<file path="src/rtl/aoc_pkg.sv">
`default_nettype none

package aoc_pkg;

  // Divider datapath widths: dividend 2*N + d fits 25 bits, divisor 2*d fits 18 bits
  localparam int unsigned DVD_W = 25;
  localparam int unsigned DVS_W = 18;
  localparam int unsigned Q_W   = 8;

  // Number of restoring steps, one quotient bit each
  localparam int unsigned DIV_STEPS = Q_W;

  // Rounded alpha = floor((2*D + 255) / 510)
  localparam logic [DVS_W-1:0] ALPHA_DIVISOR = 18'd510;
  localparam logic [7:0]       FULL_SCALE    = 8'd255;

  typedef enum logic [2:0] {
    ST_IDLE,
    ST_MUL,
    ST_SUM,
    ST_DIV,
    ST_DONE
  } state_t;

  // Control from the sequencer to each divider lane
  typedef struct packed {
    logic start;
    logic step;
  } div_ctl_t;

endpackage

`default_nettype wire

</file>
<file path="src/rtl/alpha_over_compositor_unit.sv">
// An accepted pixel pair is captured, then passes the product stage, the sum
//   stage, the 8-step bit-serial dividers (four lanes run in parallel) and
//   the done state, which loads the output register once it is free.
// A new pixel is taken while the previous result still waits at the output.
// Reset (rst, synchronous, active high) empties the output register, returns
//   the sequencer to idle and clears the visibility flag.
`default_nettype none

module alpha_over_compositor_unit (
  input  wire logic        clk,
  input  wire logic        rst,
  input  wire logic        s_tvalid,
  output logic             s_tready,
  // base_red, base_green, base_blue, base_opacity, over_red, over_green,
  // over_blue, over_alpha
  input  wire logic [63:0] s_tdata,
  input  wire logic        s_tlast,   // end_of_image
  output logic             m_tvalid,
  input  wire logic        m_tready,
  // out_red, out_green, out_blue, out_alpha
  output logic      [31:0] m_tdata,
  output logic             m_tlast,   // image_done
  output logic             m_tuser    // any_visible
);

  aoc_pkg::state_t   state, state_next;
  aoc_pkg::div_ctl_t ctl;
  logic              load_out;
  logic [2:0]        cnt;
  logic              seen;

  // captured pixel pair
  logic [7:0]  bc [3];
  logic [7:0]  ba;
  logic [7:0]  oc [3];
  logic [7:0]  oa;
  logic        last;

  // product stage
  logic [15:0] pov [3];
  logic [15:0] pbs [3];
  logic [7:0]  wa;
  logic [16:0] dsum;

  logic [7:0]  wa_c;
  logic [15:0] bw_c;

  // divider operands and results
  logic [aoc_pkg::DVD_W-1:0] dvd [4];
  logic [aoc_pkg::DVS_W-1:0] dvs [4];
  logic [aoc_pkg::Q_W-1:0]   quo [4];

  logic dz;
  logic a_nz;

  // input request capture
  always_ff @(posedge clk) begin
    if (s_tvalid && s_tready) begin
      bc[0] <= s_tdata[7:0];
      bc[1] <= s_tdata[15:8];
      bc[2] <= s_tdata[23:16];
      ba    <= s_tdata[31:24];
      oc[0] <= s_tdata[39:32];
      oc[1] <= s_tdata[47:40];
      oc[2] <= s_tdata[55:48];
      oa    <= s_tdata[63:56];
      last  <= s_tlast;
    end
  end

  // weights: D = oa*255 + ba*(255-oa)
  assign wa_c = aoc_pkg::FULL_SCALE - oa;
  assign bw_c = {8'b0, ba} * {8'b0, wa_c};

  always_ff @(posedge clk) begin
    if (state == aoc_pkg::ST_MUL) begin
      for (int c = 0; c < 3; c++) begin
        pov[c] <= {8'b0, oc[c]} * {8'b0, oa};
        pbs[c] <= {8'b0, bc[c]} * {8'b0, ba};
      end
      wa   <= wa_c;
      dsum <= {1'b0, oa, 8'b0} - {9'b0, oa} + {1'b0, bw_c};
    end
  end

  // divider operands: colors use (2N + D) / 2D, alpha uses (2D + 255) / 510
  always_comb begin
    logic [23:0] num;
    for (int c = 0; c < 3; c++) begin
      num    = ({pov[c], 8'b0} - {8'b0, pov[c]}) + {8'b0, pbs[c]} * {16'b0, wa};
      dvd[c] = {num, 1'b0} + {8'b0, dsum};
      dvs[c] = {dsum, 1'b0};
    end
    dvd[3] = {7'b0, dsum, 1'b0} + {17'b0, aoc_pkg::FULL_SCALE};
    dvs[3] = aoc_pkg::ALPHA_DIVISOR;
  end

  for (genvar g = 0; g < 4; g++) begin : g_lane
    aoc_div_lane u_lane (
      .clk      (clk),
      .ctl      (ctl),
      .dividend (dvd[g]),
      .divisor  (dvs[g]),
      .quotient (quo[g])
    );
  end

  // sequencer state
  always_ff @(posedge clk) begin
    if (rst) begin
      state <= aoc_pkg::ST_IDLE;
      cnt   <= '0;
    end else begin
      state <= state_next;
      if (state == aoc_pkg::ST_DIV) begin
        cnt <= cnt + 3'd1;
      end else begin
        cnt <= '0;
      end
    end
  end

  always_comb begin
    state_next = state;
    ctl        = '0;
    load_out   = 1'b0;
    s_tready   = 1'b0;
    case (state)
      aoc_pkg::ST_IDLE: begin
        s_tready = 1'b1;
        if (s_tvalid) begin
          state_next = aoc_pkg::ST_MUL;
        end
      end
      aoc_pkg::ST_MUL: begin
        state_next = aoc_pkg::ST_SUM;
      end
      aoc_pkg::ST_SUM: begin
        ctl.start  = 1'b1;
        state_next = aoc_pkg::ST_DIV;
      end
      aoc_pkg::ST_DIV: begin
        ctl.step = 1'b1;
        if (cnt == 3'(aoc_pkg::DIV_STEPS - 1)) begin
          state_next = aoc_pkg::ST_DONE;
        end
      end
      aoc_pkg::ST_DONE: begin
        if (!m_tvalid || m_tready) begin
          load_out   = 1'b1;
          state_next = aoc_pkg::ST_IDLE;
        end
      end
      default: begin
        state_next = aoc_pkg::ST_IDLE;
      end
    endcase
  end

  // fully transparent pair forces every byte to zero
  assign dz   = (dsum == 17'd0);
  assign a_nz = !dz && (quo[3] != 8'd0);

  // output register and visibility flag
  always_ff @(posedge clk) begin
    if (rst) begin
      m_tvalid <= 1'b0;
      seen     <= 1'b0;
    end else begin
      if (load_out) begin
        m_tvalid <= 1'b1;
        if (last) begin
          seen <= 1'b0;
        end else if (a_nz) begin
          seen <= 1'b1;
        end
      end else if (m_tready) begin
        m_tvalid <= 1'b0;
      end
    end
  end

  always_ff @(posedge clk) begin
    if (load_out) begin
      m_tdata <= dz ? 32'd0 : {quo[3], quo[2], quo[1], quo[0]};
      m_tlast <= last;
      m_tuser <= last && (seen || a_nz);
    end
  end

endmodule

`default_nettype wire

</file>
<file path="src/rtl/aoc_div_lane.sv">
`default_nettype none

// Restoring divider, one quotient bit per cycle while ctl.step is high, MSB first.
// The quotient is known to fit Q_W bits.
module aoc_div_lane (
  input  wire logic                       clk,
  input  wire aoc_pkg::div_ctl_t          ctl,
  input  wire logic [aoc_pkg::DVD_W-1:0]  dividend,
  input  wire logic [aoc_pkg::DVS_W-1:0]  divisor,
  output logic      [aoc_pkg::Q_W-1:0]    quotient
);

  logic [aoc_pkg::DVD_W-1:0] rem;
  logic [aoc_pkg::DVD_W-1:0] dsh;
  logic [aoc_pkg::DVD_W:0]   diff;

  // trial subtract of the aligned divisor
  assign diff = {1'b0, rem} - {1'b0, dsh};

  always_ff @(posedge clk) begin
    if (ctl.start) begin
      rem      <= dividend;
      dsh      <= {divisor, {(aoc_pkg::Q_W-1){1'b0}}};
      quotient <= '0;
    end else if (ctl.step) begin
      if (!diff[aoc_pkg::DVD_W]) begin
        rem      <= diff[aoc_pkg::DVD_W-1:0];
        quotient <= {quotient[aoc_pkg::Q_W-2:0], 1'b1};
      end else begin
        quotient <= {quotient[aoc_pkg::Q_W-2:0], 1'b0};
      end
      dsh <= dsh >> 1;
    end
  end

endmodule

`default_nettype wire

</file>
<file path="config.mk">
export PLATFORM = sky130hd
export DESIGN_NAME = alpha_over_compositor_unit
export DESIGN_NICKNAME = d
export VERILOG_FILES = /design/src/rtl/aoc_pkg.sv /design/src/rtl/alpha_over_compositor_unit.sv /design/src/rtl/aoc_div_lane.sv
export SDC_FILE = /design/constraint.sdc
export NUM_CORES = 2
export LEC_CHECK = 0
export ABC_AREA = 1
export ABC_CLOCK_PERIOD_IN_PS = 7400
export BUFFER_PORTS_ARGS = -buffer_cell sky130_fd_sc_hd__clkbuf_2
export CORE_MARGIN = 2
export CORE_UTILIZATION = 66
export DETAILED_ROUTE_END_ITERATION = 16
export GPL_TIMING_DRIVEN = 1
export PLACE_DENSITY_LB_ADDON = 0.25
export SKIP_CTS_REPAIR_TIMING = 1
export SLEW_MARGIN = 15
export SYNTH_ARGS = -nofsm -noshare
export SYNTH_HDL_FRONTEND = slang
export SYNTH_SLANG_ARGS = --single-unit
</file>
<file path="constraint.sdc">
create_clock -name clk -period 7.4 [get_ports clk]
set_input_delay 0.74 -clock clk [delete_from_list [all_inputs] [get_ports clk]]
set_output_delay 0.74 -clock clk [all_outputs]
set_load 0.03 [all_outputs]
</file>
== Yosys cells after proc, flatten, opt, wreduce, memory -nomap -nowiden ==
Memory sizes are Yosys's and may differ from the RTL's.
Index checks and enable logic that the tools add are counted.

* Reduce and logical (&&, ||, !) cells: 20
* Muxes and demuxes: 39
* Bitwise logic cells: 1
* $add $sub $neg: 18
* Equal/unequal tests: 12
* Multiply operators: 10

{| class="wikitable"
|+ Operators by type and width
! operator !! count
|-
| two-way mux 25 bit || 18
|-
| multiplier 8 x 8 -> 16 bit || 7
|-
| subtractor 25 x 25 -> 26 bit || 3
|-
| adder 25 x 17 -> 25 bit || 3
|-
| adder 24 bit || 3
|-
| multiplier 16 x 8 -> 24 bit || 3
|-
| subtractor 24 x 16 -> 24 bit || 3
|-
| subtractor 25 x 16 -> 26 bit || 1
|-
| adder 18 x 8 -> 19 bit, second input constant || 1
|-
| adder 17 x 16 -> 17 bit || 1
|-
| zero test 17 bit || 1
|-
| two-way mux 1 bit || 17
|-
| subtractor 16 x 8 -> 17 bit || 1
|-
| case mux 3 bit (5 select lines) || 1
|-
| != test 2 bit, second input constant || 6
|-
| AND reduction 2 bit || 5
|-
| two-way mux 3 bit || 3
|-
| nonzero test 8 bit || 1
|-
| subtractor 8 bit, first input constant || 1
|-
| equality test 3 x 2 -> 1 bit, second input constant || 2
|-
| equality test 3 bit, second input constant || 2
|-
| nonzero test 2 bit || 3
|-
| adder 3 x 1 -> 3 bit, second input constant || 1
|-
| equality test 3 x 1 -> 1 bit, second input constant || 1
|-
| 8 further kinds || 12
|}

* Bits in writable memories: 144
* Register bits after elaboration: 307
* Output and inout port bits: 36
* Memories kept: 4
* Logic and storage cells: 131

{| class="wikitable"
|+ Memories
! memory !! depth !! bits a word !! read ports !! clocked after Yosys merged registers in !! wr ports !! RTL line !! RTL
|-
| pbs || 3 || 16 || 3 || 0 || 3 || alpha_over_compositor_unit.sv:41 || <nowiki>logic [15:0] pbs [3];</nowiki>
|-
| pov || 3 || 16 || 3 || 0 || 3 || alpha_over_compositor_unit.sv:40 || <nowiki>logic [15:0] pov [3];</nowiki>
|-
| bc || 3 || 8 || 3 || 0 || 3 || alpha_over_compositor_unit.sv:33 || <nowiki>logic [7:0] bc [3];</nowiki>
|-
| oc || 3 || 8 || 3 || 0 || 3 || alpha_over_compositor_unit.sv:35 || <nowiki>logic [7:0] oc [3];</nowiki>
|}

== Logic depth before layout (Yosys ltp) ==
* Depth in word-level cells: 5
* Gate-level depth with buffers: 34
* Depth with buffers taken out: 33

== Modules after synthesis ==
A second synthesis with hierarchy kept.

* Cell total of the unflattened synthesis: 7716
* Area total of the unflattened synthesis: 58964.1 µm²

{| class="wikitable"
|+ Modules (own cells, without submodules)
! module !! times used !! area each (µm²) !! cells each !! seq. area each (µm²)
|-
| alpha_over_compositor_unit || 1 || 42072.9 || 5220 || 6766.5
|-
| aoc_div_lane || 4 || 4222.8 || 624 || 1591.5
|}

== Worst setup path after synthesis ==
No wires, ideal clock.

* Kind: register -> register
* From: register state[2]
* To: register dsum[0], enable pin
* Data required time: 6.797 ns
* Data arrival time: 5.484 ns
* Stages on the path, launching flop included: 4
* Library setup time: 0.603 ns
* Path slack: 1.312 ns
* Path through: dfxtp_1 inv_1 nand2_1 nor2_1

* Longest elaborated chain between the ends: 1

{| class="wikitable"
|+ RTL lines
! item !! RTL line !! RTL
|-
| start, declared || alpha_over_compositor_unit.sv:26 || <nowiki>aoc_pkg::state_t state, state_next;</nowiki>
|-
| start signal, assigned || alpha_over_compositor_unit.sv:111 || <nowiki>state <= aoc_pkg::ST_IDLE;</nowiki>
|-
| start signal, assigned || alpha_over_compositor_unit.sv:114 || <nowiki>state <= state_next;</nowiki>
|-
| equality test 3 x 1 -> 1 bit || alpha_over_compositor_unit.sv:76 || <nowiki>if (state == aoc_pkg::ST_MUL) begin</nowiki>
|-
| end signal, assigned || alpha_over_compositor_unit.sv:82 || <nowiki>dsum <= {1'b0, oa, 8'b0} - {9'b0, oa} + {1'b0, bw_c};</nowiki>
|-
| end, declared || alpha_over_compositor_unit.sv:43 || <nowiki>logic [16:0] dsum;</nowiki>
|}

No other way between the ends.
A chain may end at the register's enable or synchronous reset.

== Worst setup path after layout ==
* From: register wa[3]
* To: register g_lane[2].u_lane.rem[22] (netlist bit), data pin

* Longest elaborated chain between the ends: 4

{| class="wikitable"
|+ RTL lines
! item !! RTL line !! RTL
|-
| start, declared || alpha_over_compositor_unit.sv:42 || <nowiki>logic [7:0] wa;</nowiki>
|-
| start signal, assigned || alpha_over_compositor_unit.sv:81 || <nowiki>wa <= wa_c;</nowiki>
|-
| multiplier 16 x 8 -> 24 bit || alpha_over_compositor_unit.sv:90 || <nowiki>num = ({pov[c], 8'b0} - {8'b0, pov[c]}) + {8'b0, pbs[c]} * {16'b0, wa};</nowiki>
|-
| adder 24 bit || alpha_over_compositor_unit.sv:90 ||
|-
| adder 25 x 17 -> 25 bit || alpha_over_compositor_unit.sv:91 || <nowiki>dvd[c] = {num, 1'b0} + {8'b0, dsum};</nowiki>
|-
| two-way mux 25 bit || aoc_div_lane.sv:21 || <nowiki>if (ctl.start) begin</nowiki>
|-
| end signal, assigned || aoc_div_lane.sv:22 || <nowiki>rem <= dividend;</nowiki>
|-
| end signal, assigned || aoc_div_lane.sv:27 || <nowiki>rem <= diff[aoc_pkg::DVD_W-1:0];</nowiki>
|-
| end, declared || aoc_div_lane.sv:13 || <nowiki>logic [aoc_pkg::DVD_W-1:0] rem;</nowiki>
|}

No other way between the ends.

==> metrics.md <==
| Metric | Value |
|---|---|
| Status | `complete, no violations` |
| Critical path arrival | `slightly below 7 ns` |
| Count of flip-flops with a built-in enable after synthesis | `337` |
| CTS Buffer Depth | `3` |
| Nature of the critical path startpoint | `flop` |
| Die H | `just under 300 um` |
| Worst slew margin relative to its limit | `25.5%` |
| Post-synth net total | `8096` |
| Global-route wire length before repair | `219000 um` |
| Utilization after layout | `70.4%` |
| Routed via count | `43400` |
| Routed wire length per instance | `~17 um` |
| Count of cell types in the netlist | `55` |
| Multi-input logic area | `35000 um^2` |
| Fraction of the cycle the final worst path needs | `88.7%` |
| Grt ovf | `0` |
| Setup Viol. Count Final | `0` |
| Maximum number of pins on one net before global-route repair | `75` |
| Register-to-register setup slack | `roughly 0.84 ns` |
| Data required time of the worst path | `roughly 7.7 ns` |
| Worst setup path class | `flop to flop` |
| Max Slew Vio Count | `0` |
| Drt total wl | `133000 um` |
| DR iter-0 viols | `3235` |
| Primary flip-flop cell chosen by synthesis mapping | `sky130_fd_sc_hd__edfxtp_1` |
| Post-synth top area cell | `sky130_fd_sc_hd__fa_1` |
| Number of DRC violations after detailed routing | `0` |
| Number of fillers in the final layout | `6468` |
| Max Cap Viol | `0` |
| Layout overhead on the synthesized area | `5.59%` |
| IO Pins | `105` |
| Clock tree from TritonCTS | `done` |
| Number of clock sinks seen by CTS | `401` |
| Detailed Routing Iterations Pass 1 | `6` |
| Class of the most critical hold timing path | `primary input to flop` |
| RSZ-0062 raised after global routing | `no` |
| DR vias/cell | `around 5.5` |
| Leading cell type in the layout, fill and taps excluded | `sky130_fd_sc_hd__inv_1` |
| Number of buffers created by CTS | `50` |
| Mean post-synth cell area | `7.86 um^2` |
| I/O Buffers | `between 100 and 150` |
| Final Hold Viols | `0` |
| Number of global-route vias before repair | `44100` |
| Initial antenna violation count | `0` |
| Area share of the largest cell type after synthesis | `between 20% and 30%` |
| H-tree depth reported by CTS | `2` |
| Global Route Usage Sum | `32.9%` |
| Post-route antenna net violation count | `0` |
| Transition time of the tightest slew-check pin | `1.11 ns` |
| Number of standard cells after synthesis | `6834` |
| Skew-Pair Late Insertion Delay | `0.65 ns` |
| Biggest fanout along the worst timing path | `32` |
| Die area | `83700 um^2` |
| Part of the Yosys area used for sequential elements | `between 20% and 30%` |
| FF/Latch Area | `approximately 11000 um^2` |
| Time the worst path needs with I/O delays and setup | `6.56 ns` |
| Type of destination of the critical path | `flop` |
| Final total negative setup slack | `0 ns` |
| Mapped Area | `53700 um^2` |
| Clock Root Buffer | `sky130_fd_sc_hd__clkbuf_16` |
| Nets | `8063` |
| FFs w/ async S/R, synth | `0%` |
| Core ar. | `80500 um^2` |
| Commonest cells after routing, fill and taps aside | `sky130_fd_sc_hd__inv_1, sky130_fd_sc_hd__nand2_1, sky130_fd_sc_hd__fa_1` |
| Number of core rows | `104` |
| Die X-Extent | `289 um` |
| Fmax achieved | `152 MHz` |
| Clock transition at the registers of the reported paths | `about 0.060 ns` |
| Starting Density | `about 67%` |
| Hpwl dp | `108000 um` |
| Count of yosys warnings during synthesis | `0` |
| Antenna diode instance count | `0` |
| Proportion of layout cells with a drive suffix above 1 | `around 4.6%` |
| Clock skew after layout | `0.0603 ns` |
| Top area cells in the synthesized netlist | `sky130_fd_sc_hd__fa_1, sky130_fd_sc_hd__edfxtp_1, sky130_fd_sc_hd__ha_1, sky130_fd_sc_hd__inv_1, sky130_fd_sc_hd__nand2_1` |
| Flip-flop and latch count after synthesis | `401` |
| Last weighted congestion value of the routability-driven placer | `around 0.97` |
[final timing paths]
kind	start	endpoint	depth (start not counted)
min	s_tlast	last	1
min reg2reg	cnt[0]	cnt[0]	1
max	wa[3]	g_lane[2].u_lane.rem[22]	27
max reg2reg	wa[3]	g_lane[2].u_lane.rem[22]	27
[cell families (layout without fill, tap and decap cells)]
logic type | Yosys count | count (layout) | share of synthesized area [%]
flops | 401 | 401 | 21.2
xor+xnor | 182 | 182 | 2.97
buf+inv | 1913 | 1918 | 13.6
fa+ha+maj | 1193 | 1193 | 36.3
other cells | 1 | 1 | 0.00698
compound gates | 842 | 842 | 8.45
simple gates | 2302 | 2302 | 17.4
[stage by stage]
| step | setup WS [ns] | hold slack [ns] | cell area (um^2) | cells |
|---|---|---|---|---|
| after floorplan | 1.31 | 0.399 | 53700 | 6834 |
| after global placement | 1.02 | 0.409 | 55000 | 7809 |
| after detailed placement | 0.917 | 0.414 | 55000 | 7809 |
| after CTS | 0.870 | 0.240 | 56700 | 7899 |
| after global routing | 0.278 | 0.248 | 56700 | 7899 |
| final | 0.840 | 0.267 | 56700 | 7899 |
[critical path: stages, from the launching register on]
cell                       delay, ns
sky130_fd_sc_hd__edfxtp_1       0.60
sky130_fd_sc_hd__buf_12         0.27
sky130_fd_sc_hd__nand2_1        0.07
sky130_fd_sc_hd__inv_1          0.06
sky130_fd_sc_hd__fa_1           0.50
sky130_fd_sc_hd__fa_1           0.56
sky130_fd_sc_hd__fa_1           0.43
sky130_fd_sc_hd__fa_1           0.49
sky130_fd_sc_hd__inv_1          0.05
sky130_fd_sc_hd__fa_1           0.48
sky130_fd_sc_hd__inv_1          0.05
sky130_fd_sc_hd__ha_1           0.34
sky130_fd_sc_hd__nand2_2        0.14
sky130_fd_sc_hd__inv_1          0.05
sky130_fd_sc_hd__a21oi_1        0.20
sky130_fd_sc_hd__nand2_1        0.10
sky130_fd_sc_hd__a21oi_1        0.15
sky130_fd_sc_hd__xnor2_1        0.10
sky130_fd_sc_hd__ha_1           0.38
sky130_fd_sc_hd__nand2_1        0.11
sky130_fd_sc_hd__nor2_1         0.15
sky130_fd_sc_hd__nand4_1        0.09
sky130_fd_sc_hd__o21ai_0        0.34
sky130_fd_sc_hd__nand4_1        0.17
sky130_fd_sc_hd__nand3_1        0.14
sky130_fd_sc_hd__nand3_1        0.08
sky130_fd_sc_hd__nand3_1        0.09
sky130_fd_sc_hd__nand2_1        0.06
[cells in the mapped netlist, types with 3 or more instances]
library cell and n:
sky130_fd_sc_hd__inv_1 1672, sky130_fd_sc_hd__nand2_1 1623, sky130_fd_sc_hd__fa_1 611, sky130_fd_sc_hd__ha_1 582
sky130_fd_sc_hd__a21oi_1 397, sky130_fd_sc_hd__edfxtp_1 337, sky130_fd_sc_hd__nor2_1 304, sky130_fd_sc_hd__o21ai_0 285
sky130_fd_sc_hd__nand3_1 187, sky130_fd_sc_hd__clkbuf_1 136, sky130_fd_sc_hd__xor2_1 106, sky130_fd_sc_hd__xnor2_1 76
sky130_fd_sc_hd__clkbuf_2 70, sky130_fd_sc_hd__dfxtp_1 64, sky130_fd_sc_hd__nand4_1 55, sky130_fd_sc_hd__nor3_1 31
sky130_fd_sc_hd__nand2_2 27, sky130_fd_sc_hd__a31oi_1 25, sky130_fd_sc_hd__o21ai_1 23, sky130_fd_sc_hd__o21bai_1 22
sky130_fd_sc_hd__a21o_1 21, sky130_fd_sc_hd__nor2_2 20, sky130_fd_sc_hd__o22ai_1 17, sky130_fd_sc_hd__buf_1 16
sky130_fd_sc_hd__or2_2 12, sky130_fd_sc_hd__a211oi_1 11, sky130_fd_sc_hd__and2_1 11, sky130_fd_sc_hd__inv_2 9
sky130_fd_sc_hd__nand3b_1 9, sky130_fd_sc_hd__o2111ai_1 8, sky130_fd_sc_hd__a21boi_0 6, sky130_fd_sc_hd__nand3_2 6
sky130_fd_sc_hd__o211ai_1 6, sky130_fd_sc_hd__and3_1 5, sky130_fd_sc_hd__buf_4 5, sky130_fd_sc_hd__a31o_2 4
sky130_fd_sc_hd__nor4_1 4, sky130_fd_sc_hd__o21ai_2 4, sky130_fd_sc_hd__buf_2 3, sky130_fd_sc_hd__nor2_4 3
sky130_fd_sc_hd__o21a_1 3
[layer usage]
metal	vias to the layer above	share of wire, %	GRT usage [%]
li1	20900	-	-
met1	20700	41	42.4
met2	1512	48	56.3
met3	340	6.7	4.04
met4	0	4.2	13.2
met5	-	0	0
[flip-flops by register name, indices dropped and copies added (netlist names)]
register	count
pbs	48
pov	48
g_lane.u_lane.dsh	41
m_tlast	1
last	1
ba	8
oa	8
wa	8
g_lane.u_lane.quotient	32
seen	1
cnt	3
oc	24
m_tuser	1
g_lane.u_lane.rem	100
m_tdata	32
state	3
m_tvalid	1
bc	24
dsum	17
[layout make-up]
type,instances,share of cell area [%]
clock buffer,63,2.36
clock inverter,27,0.644
inverter,1683,11.1
multi-input combinational,4520,61.8
sequential,401,20.1
tap,1060,2.34
timing repair buffer,145,1.62
Power is left out: the tool's default activity adds up to more than one toggle a clock period on the data nets, which glitch-free logic cannot reach.
